**config.mk**
```make
export PLATFORM = sky130hd
export DESIGN_NAME = ubxfr_ctrl
export DESIGN_NICKNAME = d
export VERILOG_FILES = /design/src/rtl/ubxfr_pkg.sv /design/src/rtl/ubxfr_ctrl.sv
export SDC_FILE = /design/constraint.sdc
export NUM_CORES = 1
export LEC_CHECK = 0
export BUFFER_PORTS_ARGS = -buffer_cell sky130_fd_sc_hd__buf_4
export CORE_MARGIN = 2
export CORE_UTILIZATION = 48
export CTS_BUF_LIST = sky130_fd_sc_hd__clkbuf_8
export DETAILED_ROUTE_END_ITERATION = 8
export PLACE_DENSITY = 0.78
export SETUP_SLACK_MARGIN = 0.1
export SLEW_MARGIN = 5
export SYNTH_ARGS = -nofsm -noshare
export SYNTH_HDL_FRONTEND = slang
export SYNTH_SLANG_ARGS = --single-unit
export TNS_END_PERCENT = 100
```
**constraint.sdc**
```tcl
create_clock -name clk -period 1.75 [get_ports clk]
set_input_delay 0.0875 -clock clk [delete_from_list [all_inputs] [get_ports clk]]
set_output_delay 0.0875 -clock clk [all_outputs]
set_load 0.01 [all_outputs]
```
**src/rtl/ubxfr_pkg.sv**
```systemverilog
// Shared package for the UBX frame receiver.
// Holds frame constants, result codes and the controller/datapath interface structs.
// No dependencies.
package ubxfr_pkg;

    // Frame constants
    localparam logic [7:0] SYNC_A         = 8'hB5;
    localparam logic [7:0] SYNC_B         = 8'h62;
    localparam logic [7:0] ACK_CLASS      = 8'h05;
    localparam logic [7:0] ACK_ID_ACK     = 8'h01;
    localparam logic [7:0] ACK_ID_NAK     = 8'h00;
    localparam int         FRAME_OVERHEAD = 8;
    localparam int         MAX_RES        = 64;
    localparam int         RES_W          = $clog2(MAX_RES + 1);

    // Defaults for the top-level parameters
    localparam int DEF_MAX_PAYLOAD = 504;
    localparam int DEF_RING_DEPTH  = 1024;

    // Window offsets the controller loads
    localparam logic [2:0] OFF_SYNC_A = 3'd0;
    localparam logic [2:0] OFF_SYNC_B = 3'd1;
    localparam logic [2:0] OFF_CLASS  = 3'd2;
    localparam logic [2:0] OFF_LEN_LO = 3'd4;
    localparam logic [2:0] OFF_LEN_HI = 3'd5;

    // Acknowledge status codes
    localparam logic [1:0] ACK_ST_NONE = 2'd0;
    localparam logic [1:0] ACK_ST_ACK  = 2'd1;
    localparam logic [1:0] ACK_ST_NAK  = 2'd2;
    localparam logic [1:0] ACK_ST_BAD  = 2'd3;

    // Input op and result kind codes
    localparam logic OP_PUSH   = 1'b0;
    localparam logic OP_READ   = 1'b1;
    localparam logic KIND_DESC = 1'b0;
    localparam logic KIND_READ = 1'b1;

    // Register indexes on the config port
    localparam logic [1:0] REG_ACK_WAIT  = 2'd0;
    localparam logic [1:0] REG_ACK_CLASS = 2'd1;
    localparam logic [1:0] REG_ACK_ID    = 2'd2;

    // Commands from controller to datapath
    typedef struct packed {
        logic       push;       // write rx byte, grow window
        logic       rd_load;    // capture read position
        logic       rd_sub;     // reduce read position by ring depth
        logic       mem_rd_pos; // read ring at read position
        logic       mem_rd_win; // read ring at window offset
        logic       off_set;
        logic [2:0] off_val;
        logic       off_inc;
        logic       drop1;
        logic       len_lo;
        logic       len_hi;
        logic       ck_clr;
        logic       ck_acc;
        logic       ck_a_cap;
        logic       n_clr;
        logic       emit;       // park descriptor, drop frame
        logic       out_read;   // load read result into output
        logic       out_fin;    // move parked descriptor out as last
    } cmd_t;

    // Status from datapath to controller
    typedef struct packed {
        logic out_free;
        logic pend_valid;
        logic cnt_ge2;
        logic cnt_is1;
        logic cnt_lt6;
        logic n_lt_max;
        logic q_sync_a;
        logic q_sync_b;
        logic len_big;
        logic tot_gt_cnt;
        logic ck_body;
        logic ck_at_a;
        logic ck_ok;
        logic rd_big;
    } sts_t;

endpackage

```
**src/rtl/ubxfr_ctrl.sv**
```systemverilog
// Scan controller for the UBX frame receiver.
// Sequences push, resync, header, checksum and descriptor steps. Uses ubxfr_pkg.
module ubxfr_ctrl
    import ubxfr_pkg::*;
(
    input  logic clk,
    input  logic rst_n,
    input  logic in_valid,
    input  logic in_op,
    output logic in_ready,
    input  sts_t sts,
    output cmd_t cmd
);

    typedef enum logic [16:0] {
        S_IDLE    = 17'b00000000000000001,
        S_RD_MOD  = 17'b00000000000000010,
        S_RD_WAIT = 17'b00000000000000100,
        S_SC_TOP  = 17'b00000000000001000,
        S_SY_RD   = 17'b00000000000010000,
        S_SY_EV   = 17'b00000000000100000,
        S_B1_RD   = 17'b00000000001000000,
        S_B1_EV   = 17'b00000000010000000,
        S_L4_RD   = 17'b00000000100000000,
        S_L4_EV   = 17'b00000001000000000,
        S_L5_RD   = 17'b00000010000000000,
        S_L5_EV   = 17'b00000100000000000,
        S_LN_CK   = 17'b00001000000000000,
        S_CK_RD   = 17'b00010000000000000,
        S_CK_EV   = 17'b00100000000000000,
        S_EMIT    = 17'b01000000000000000,
        S_FIN     = 17'b10000000000000000
    } state_t;

    state_t state_reg, state_next;

    assign in_ready = (state_reg == S_IDLE);

    // State register
    always_ff @(posedge clk or negedge rst_n)
    begin
        if (!rst_n)
        begin
            state_reg <= S_IDLE;
        end
        else
        begin
            state_reg <= state_next;
        end
    end

    // Next state and commands
    always_comb
    begin
        state_next = state_reg;
        cmd        = '0;
        case (state_reg)
            S_IDLE:
            begin
                if (in_valid)
                begin
                    if (in_op == OP_READ)
                    begin
                        cmd.rd_load = 1'b1;
                        state_next  = S_RD_MOD;
                    end
                    else
                    begin
                        cmd.push   = 1'b1;
                        cmd.n_clr  = 1'b1;
                        state_next = S_SC_TOP;
                    end
                end
            end
            S_RD_MOD:
            begin
                if (sts.rd_big)
                begin
                    cmd.rd_sub = 1'b1;
                end
                else
                begin
                    cmd.mem_rd_pos = 1'b1;
                    state_next     = S_RD_WAIT;
                end
            end
            S_RD_WAIT:
            begin
                if (sts.out_free)
                begin
                    cmd.out_read = 1'b1;
                    state_next   = S_IDLE;
                end
            end
            S_SC_TOP:
            begin
                if (sts.cnt_ge2 && sts.n_lt_max)
                begin
                    cmd.off_set = 1'b1;
                    cmd.off_val = OFF_SYNC_A;
                    state_next  = S_SY_RD;
                end
                else
                begin
                    state_next = S_FIN;
                end
            end
            S_SY_RD:
            begin
                cmd.mem_rd_win = 1'b1;
                state_next     = S_SY_EV;
            end
            // Hunt for the first sync byte, one byte per pass
            S_SY_EV:
            begin
                if (!sts.q_sync_a)
                begin
                    cmd.drop1  = 1'b1;
                    state_next = sts.cnt_is1 ? S_FIN : S_SY_RD;
                end
                else if (sts.cnt_lt6)
                begin
                    state_next = S_FIN;
                end
                else
                begin
                    cmd.off_set = 1'b1;
                    cmd.off_val = OFF_SYNC_B;
                    state_next  = S_B1_RD;
                end
            end
            S_B1_RD:
            begin
                cmd.mem_rd_win = 1'b1;
                state_next     = S_B1_EV;
            end
            S_B1_EV:
            begin
                if (!sts.q_sync_b)
                begin
                    cmd.drop1  = 1'b1;
                    state_next = S_SC_TOP;
                end
                else
                begin
                    cmd.off_set = 1'b1;
                    cmd.off_val = OFF_LEN_LO;
                    state_next  = S_L4_RD;
                end
            end
            S_L4_RD:
            begin
                cmd.mem_rd_win = 1'b1;
                state_next     = S_L4_EV;
            end
            S_L4_EV:
            begin
                cmd.len_lo  = 1'b1;
                cmd.off_set = 1'b1;
                cmd.off_val = OFF_LEN_HI;
                state_next  = S_L5_RD;
            end
            S_L5_RD:
            begin
                cmd.mem_rd_win = 1'b1;
                state_next     = S_L5_EV;
            end
            S_L5_EV:
            begin
                cmd.len_hi = 1'b1;
                state_next = S_LN_CK;
            end
            S_LN_CK:
            begin
                if (sts.len_big)
                begin
                    cmd.drop1  = 1'b1;
                    state_next = S_SC_TOP;
                end
                else if (sts.tot_gt_cnt)
                begin
                    state_next = S_FIN;
                end
                else
                begin
                    cmd.off_set = 1'b1;
                    cmd.off_val = OFF_CLASS;
                    cmd.ck_clr  = 1'b1;
                    state_next  = S_CK_RD;
                end
            end
            S_CK_RD:
            begin
                cmd.mem_rd_win = 1'b1;
                state_next     = S_CK_EV;
            end
            // Fletcher sums over the body, then compare both check bytes
            S_CK_EV:
            begin
                if (sts.ck_body)
                begin
                    cmd.ck_acc  = 1'b1;
                    cmd.off_inc = 1'b1;
                    state_next  = S_CK_RD;
                end
                else if (sts.ck_at_a)
                begin
                    cmd.ck_a_cap = 1'b1;
                    cmd.off_inc  = 1'b1;
                    state_next   = S_CK_RD;
                end
                else if (sts.ck_ok)
                begin
                    state_next = S_EMIT;
                end
                else
                begin
                    cmd.drop1  = 1'b1;
                    state_next = S_SC_TOP;
                end
            end
            // Park the descriptor; a previously parked one goes out first
            S_EMIT:
            begin
                if (!sts.pend_valid || sts.out_free)
                begin
                    cmd.emit   = 1'b1;
                    state_next = S_SC_TOP;
                end
            end
            S_FIN:
            begin
                if (!sts.pend_valid)
                begin
                    state_next = S_IDLE;
                end
                else if (sts.out_free)
                begin
                    cmd.out_fin = 1'b1;
                    state_next  = S_IDLE;
                end
            end
            default:
            begin
                state_next = S_IDLE;
            end
        endcase
    end

endmodule

```
==> results.md, run 1 <==
- The number of unique standard cell types used by synthesis is 46.
- The kind of the worst endpoint is a primary output.
- The initial core utilization is 0.517.
- The root cell of the clock tree is sky130_fd_sc_hd__clkbuf_8.
- The count of boundary I/O pins is 39.
- The placed standard-cell area is 1890 um2.
- The die is 56.3 um tall.
- The number of enable-type register cells in the synthesized netlist is 0.
- Counting flops and latches in the post-synthesis netlist gives 17.
- The die is 56.3 um wide.
- The maximum buffer depth of the clock tree is 2.
- Of the synthesized area, sequential elements account for 0.324.
- The detailed placer's ending HPWL is 3.16 mm.
- Counting flops with an async set or reset pin after synthesis yields a share of 1.00.
- The flow stopped in 5_1_grt.
- The pre-CTS setup slack is -0.191 ns.
- The number of rows in the core area is 18.
- The last worst endpoint in the global-route repair_timing is cmd[14].
- The clock net sink count is 17.
- The most used flip-flop cell after synthesis is sky130_fd_sc_hd__dfrtp_1.
- Synthesis handed over a netlist of 149 instances.
- When the netlist entered floorplanning its net count stood at 167.
- Yosys printed 0 warnings.
- Routability-driven placement finished with a final weighted congestion of 0.971.
- The total standard cell area after synthesis is 1320 um2.
- Entering global routing, the biggest net connects 18 pins.
- The tool reported: "[ERROR DPL-0038] Utilization greater than 100%, impossible to legalize".
- The number of clock buffers added by TritonCTS is 3.
- The number of port buffers is 38.
- The run stopped with a tool error.
- CTS built an H-tree with a depth of 1.
- The average instance in the mapped netlist occupies 8.83 um2.
-- kinds of logic after synthesis --
group | share of synthesized area
buf+inv | 0.0599
xor+xnor | 0.0333
compound gates | 0.0894
simple gates | 0.478
mux | 0.0152
flops | 0.324
-- cells in the mapped netlist, drive strengths merged (2+ instances only) --
cell type | count | area share
nor2 | 24 | 0.069
dfrtp | 16 | 0.30
nand2 | 13 | 0.037
nor4 | 12 | 0.085
nand4 | 7 | 0.033
buf | 6 | 0.046
nor3b | 6 | 0.038
inv | 5 | 0.014
nor3 | 5 | 0.023
o21ai | 5 | 0.019
or2 | 5 | 0.024
nand4b | 4 | 0.038
nand2b | 3 | 0.014
nand3 | 3 | 0.021
nand3b | 3 | 0.017
nor2b | 3 | 0.020
nor4b | 3 | 0.020
xor2 | 3 | 0.020
a21oi | 2 | 0.0076
and3 | 2 | 0.010
mux2i | 2 | 0.015
or2b | 2 | 0.011
xnor2 | 2 | 0.013
-- metrics by stage --
stage | util | cells
after floorplan | - | 149
after global placement | 0.742 | 248
after detailed placement | 0.742 | 248
after CTS | 0.888 | 266
-- what timing repair did --
item	4_1_cts
setup endpoints to repair	33
endpoints found under the hold margin	17
pin swaps	18
hold buffers	1
gates cloned	0
buffers inserted	13
resized for setup	50
==> inputs of run 2 (changes only) <==
--- a/config.mk
+++ b/config.mk
@@ -7,11 +7,9 @@
 export LEC_CHECK = 0
 export BUFFER_PORTS_ARGS = -buffer_cell sky130_fd_sc_hd__buf_4
 export CORE_MARGIN = 2
-export CORE_UTILIZATION = 48
-export CTS_BUF_LIST = sky130_fd_sc_hd__clkbuf_8
+export CORE_UTILIZATION = 36
 export DETAILED_ROUTE_END_ITERATION = 8
-export PLACE_DENSITY = 0.78
-export SETUP_SLACK_MARGIN = 0.1
+export PLACE_DENSITY_LB_ADDON = 0.15
 export SLEW_MARGIN = 5
 export SYNTH_ARGS = -nofsm -noshare
 export SYNTH_HDL_FRONTEND = slang
==> constraint.sdc (replaced) <==
create_clock -name clk -period 2.27 [get_ports clk]
set_input_delay 0.1135 -clock clk [delete_from_list [all_inputs] [get_ports clk]]
set_output_delay 0.1135 -clock clk [all_outputs]
set_load 0.01 [all_outputs]
==> run 2 against run 1 <==
The flow now finishes, with violations (negative setup slack). Synthesized area did not move. Synthesized cell count did not move.
==> results.md, run 2 <==
- The clock skew is roughly 0.0084 ns.
- Among all stages on the critical path, the largest delay is contributed by sky130_fd_sc_hd__dfstp_2.
- The start of the worst register-to-register path is state_reg[8].
- The total routing usage reported by global routing is 0.197.
- The die width is 64.4 um (was 56.3 um).
- In this run the register-to-register setup slack is 0.08 ns.
- The number of port buffers is 38 (unchanged).
- Static timing analysis puts the maximum clock frequency at 423 MHz.
- The signal on the critical path passes through nor4_4, buf_4, nand4_1, or2_4, nor3b_2, or2_4, or4_4, buf_6.
- For the finished layout, the period the worst path requires is 2.37 ns.
- After detailed routing, the number of vias per cell comes to roughly 5.5.
- The number of unique standard cell types used by synthesis came to 46 (unchanged).
- The core area is 3420 um2.
- Across all hold checks on the routed design, the worst slack comes to about 0.00030 ns.
- After detailed routing, the average wire length per cell comes to between 15 and 20 um.
- The wire length of the first global-routing pass is 6.38 mm.
- The total length of routed wires is 4.27 mm.
- The detailed placer's ending HPWL is 2.86 mm (was 3.16 mm).
- The total standard cell area after synthesis was 1320 um2 (unchanged).
- The detailed-route DRC error count is 0.
- The share of flip-flops with an asynchronous set or reset after synthesis is 1.00 (unchanged).
- The fraction of synthesized cell area taken by the top area cell type came to 0.304 (unchanged).
- The nature of the critical path endpoint is a primary output.
- The worst ir drop on vdd is 0.311 mV.
- The endpoint of the worst register-to-register path is state_reg[2].
- Power spread over the standard cell area amounts to 763 nW/um2.
- After layout, the worst setup slack is -0.0960 ns.
- Setup repair after global routing could not meet its margin everywhere.
- The number of iterations in the first detailed-routing pass is 5.
- The net count after synthesis is 167 (unchanged).
- Headroom to the max-slew limit came out at 0.660.
- The final layout net count is 241.
- The worst hold path passes through 2 cells.
- Clock-pin slew was measured on the worst setup and hold paths at 0.11 ns.
- The relative area change from synthesis to final layout is 50.0%.
- The top cell types in the final layout, fill and taps aside, are 69 x sky130_fd_sc_hd__buf_4, 23 x sky130_fd_sc_hd__nor2_1, 13 x sky130_fd_sc_hd__nand2_1.
- The floorplan die area is between 4000 and 5000 um2.
- The number of rows in the core area is 21 (was 18).
- The checks that failed: negative setup slack.
- Synth area leaders: sky130_fd_sc_hd__dfrtp_1 30%, sky130_fd_sc_hd__nor2_1 6.9%, sky130_fd_sc_hd__nor4_1 4.3% (unchanged).
- The number of max-capacitance violations reported is 0.
- The number of flip-flops under the largest register name is 17.
- Summing all flip-flop and latch instances after layout gives 435 um2.
- The number of antenna diodes in the final layout is 0.
- The routability congestion estimate is 0.891 (was 0.971).
- The count of endpoints failing setup in the final report is 2.
- The average cell area after synthesis is 8.83 um2 (unchanged).
- The placed standard-cell area was 1670 um2 (was 1890 um2).
- At the pin with the least slew margin, the transition time is 0.506 ns.
- The initial core utilization is 0.385 (was 0.517).
- The min-delay analysis places its worst path in the category in2reg.
- The cell family with the largest share of critical-path delay is simple AND/OR/NAND/NOR gates.
- The number of global-route vias before repair was between 1000 and 1500.
- Top cells by instance count after synthesis: 24 x sky130_fd_sc_hd__nor2_1, 16 x sky130_fd_sc_hd__dfrtp_1, 13 x sky130_fd_sc_hd__nand2_1 (unchanged).
- The setup total negative slack is -0.160 ns.
- The clock tree from TritonCTS is built.
- The most numerous cell in the Yosys netlist is sky130_fd_sc_hd__nor2_1 (unchanged).
- After global routing the overflow that remains totals 0.
- The number of enable-type register cells in the synthesized netlist was 0 (unchanged).
- The met1 usage is 0.255.
- The flip-flop and latch count after synthesis is 17 (unchanged).
- The critical path required time is 2.16 ns.
- The proportion of synthesized chip area in sequential cells is 0.324 (unchanged).
- The H-tree depth is 1 (unchanged).
- The root cell of the clock tree is sky130_fd_sc_hd__clkbuf_4 (was sky130_fd_sc_hd__clkbuf_8).
- For the worst flop-to-flop path, the logic depth is 9.
- Counting both buffers and inverters, the worst setup path holds a total of 2.
- The number of warnings issued by yosys is 0 (unchanged).
- The global routing usage on met2 is 0.337.
- In this run the most used layer during global routing was met2.
- For this design the static power due to leakage is about 0.98 nW.
- For the worst setup path, the data arrival time is 2.25 ns.
- The multi-input gate area in the final layout is about 850 um2.
- Of the cells placed in the final design, the portion with a size suffix greater than 1 is 0.468.
- The clock network latency to the later pin of the worst-skew pair is 0.31 ns.
- Result of the run: finished with violations (was aborted with a tool error).
- The final standard cell area without fillers is 1970 um2.
- The die height was 64.4 um (was 56.3 um).
- The worst setup path is launched from a flop.
- The number of buffers added by the clock tree synthesis step is 3 (unchanged).
- The total number of vias is ~1500.
- The hold-critical path endpoint is state_reg[4].
- Entering global routing, the biggest net connects 18 pins.
- The global routing met3 resource utilization is 0.0295.
- In this run the most critical hold path is launched from sts[10].
- The critical path is of the reg2out type.
- In this run the worst path has a maximum fanout of 4.
- In this run, the number of DRC markers left after iteration 0 of detailed routing was 126.
- The count of boundary I/O pins is 39 (unchanged).
- The most instantiated flip-flop cell in the synthesis netlist is sky130_fd_sc_hd__dfrtp_1 (unchanged).
- After filler insertion, the fill cell instance count of the layout stands at 318.
- The count of nets left with antenna violations once routing finished came out at 0.
- The number of max-slew violations in the final report is 0.
- The final count of hold timing violations is 0.
- The period utilization is 1.04.
- Counting stages on the worst path, the most repeated cell is sky130_fd_sc_hd__or2_4.
- Leaving out fill and tap cells, the most frequent cell in the layout is sky130_fd_sc_hd__buf_4.
- The initial antenna violation count is 0.
- The clock net sink count is 17 (unchanged).
- The maximum buffer depth of the clock tree came to 2 (unchanged).
- The most area-hungry cell type in the Yosys netlist is sky130_fd_sc_hd__dfrtp_1 (unchanged).
- The synthesized instance count is 149 (unchanged).
- For this run, the slowest stage of the critical path takes 0.57 ns.
[run 2: cell counts after synthesis]
Identical to the previous run, type by type.
[run 2: routing by layer]
| metal | vias to the layer above | routed length [um] | share of wire |
|---|---|---|---|
| met5 | - | 0 | 0 |
| met4 | 0 | 92 | 0.022 |
| met3 | 19 | 252 | 0.059 |
| met2 | 64 | 2110 | 0.49 |
| met1 | 702 | 1810 | 0.42 |
| li1 | 700 | - | - |
[run 2: report_power, final]
part	switching, mW	total [mW]	internal (mW)
clock network	0.110	0.178	0.0688
registers	0.0535	0.402	0.348
logic	0.460	0.925	0.465
total	0.623	1.51	0.882
[run 2: logic make-up after synthesis]
kind of cell           after synthesis  share of synthesized area
flip-flops                          17                      0.324
AO/OA/AOI/OAI                       16                     0.0894
XOR/XNOR                             5                     0.0333
buffers and inverters               11                     0.0599
AND/OR/NAND/NOR                     98                      0.478
multiplexers                         2                     0.0152
[run 2: worst max path at each step]
stage | cells after the start | to | startpoint
after floorplan | 7 | cmd[14] | state_reg[0]
after global placement | 6 | state_reg[2] | state_reg[3]
after detailed placement | 7 | cmd[14] | state_reg[0]
after CTS | 7 | cmd[9] | state_reg[2]
after global routing | 8 | cmd[14] | state_reg[0]
final | 8 | cmd[14] | state_reg[0]
[run 2: layout make-up]
class                   count  share of cell area
repair buffers             75               0.296
well taps                  46              0.0292
multi-input cells         121               0.431
clock buffers               4              0.0133
flip-flops and latches     17               0.221
inverters                   5             0.00952
[run 2: repair_timing]
action	CTS	global route
pin swaps	8	9
hold endpoints to repair	18	0
resized for setup	12	9
buffers inserted	10	16
setup endpoints to repair	8	11
hold buffers	2	0
[run 2: stage by stage]
| step | instances | power, mW | util | setup slack [ns] |
|---|---|---|---|---|
| global route | 268 | 1.59 | 0.577 | -0.162 |
| CTS | 252 | 1.39 | 0.532 | -0.0257 |
| finish | 268 | 1.51 | 0.577 | -0.0960 |
| detailed placement | 236 | 1.10 | 0.488 | 0.127 |
| global placement | 236 | 1.10 | 0.488 | 0.116 |
| floorplan | 149 | 0.911 | - | 0.244 |
(Power assumes the default switching activity.)
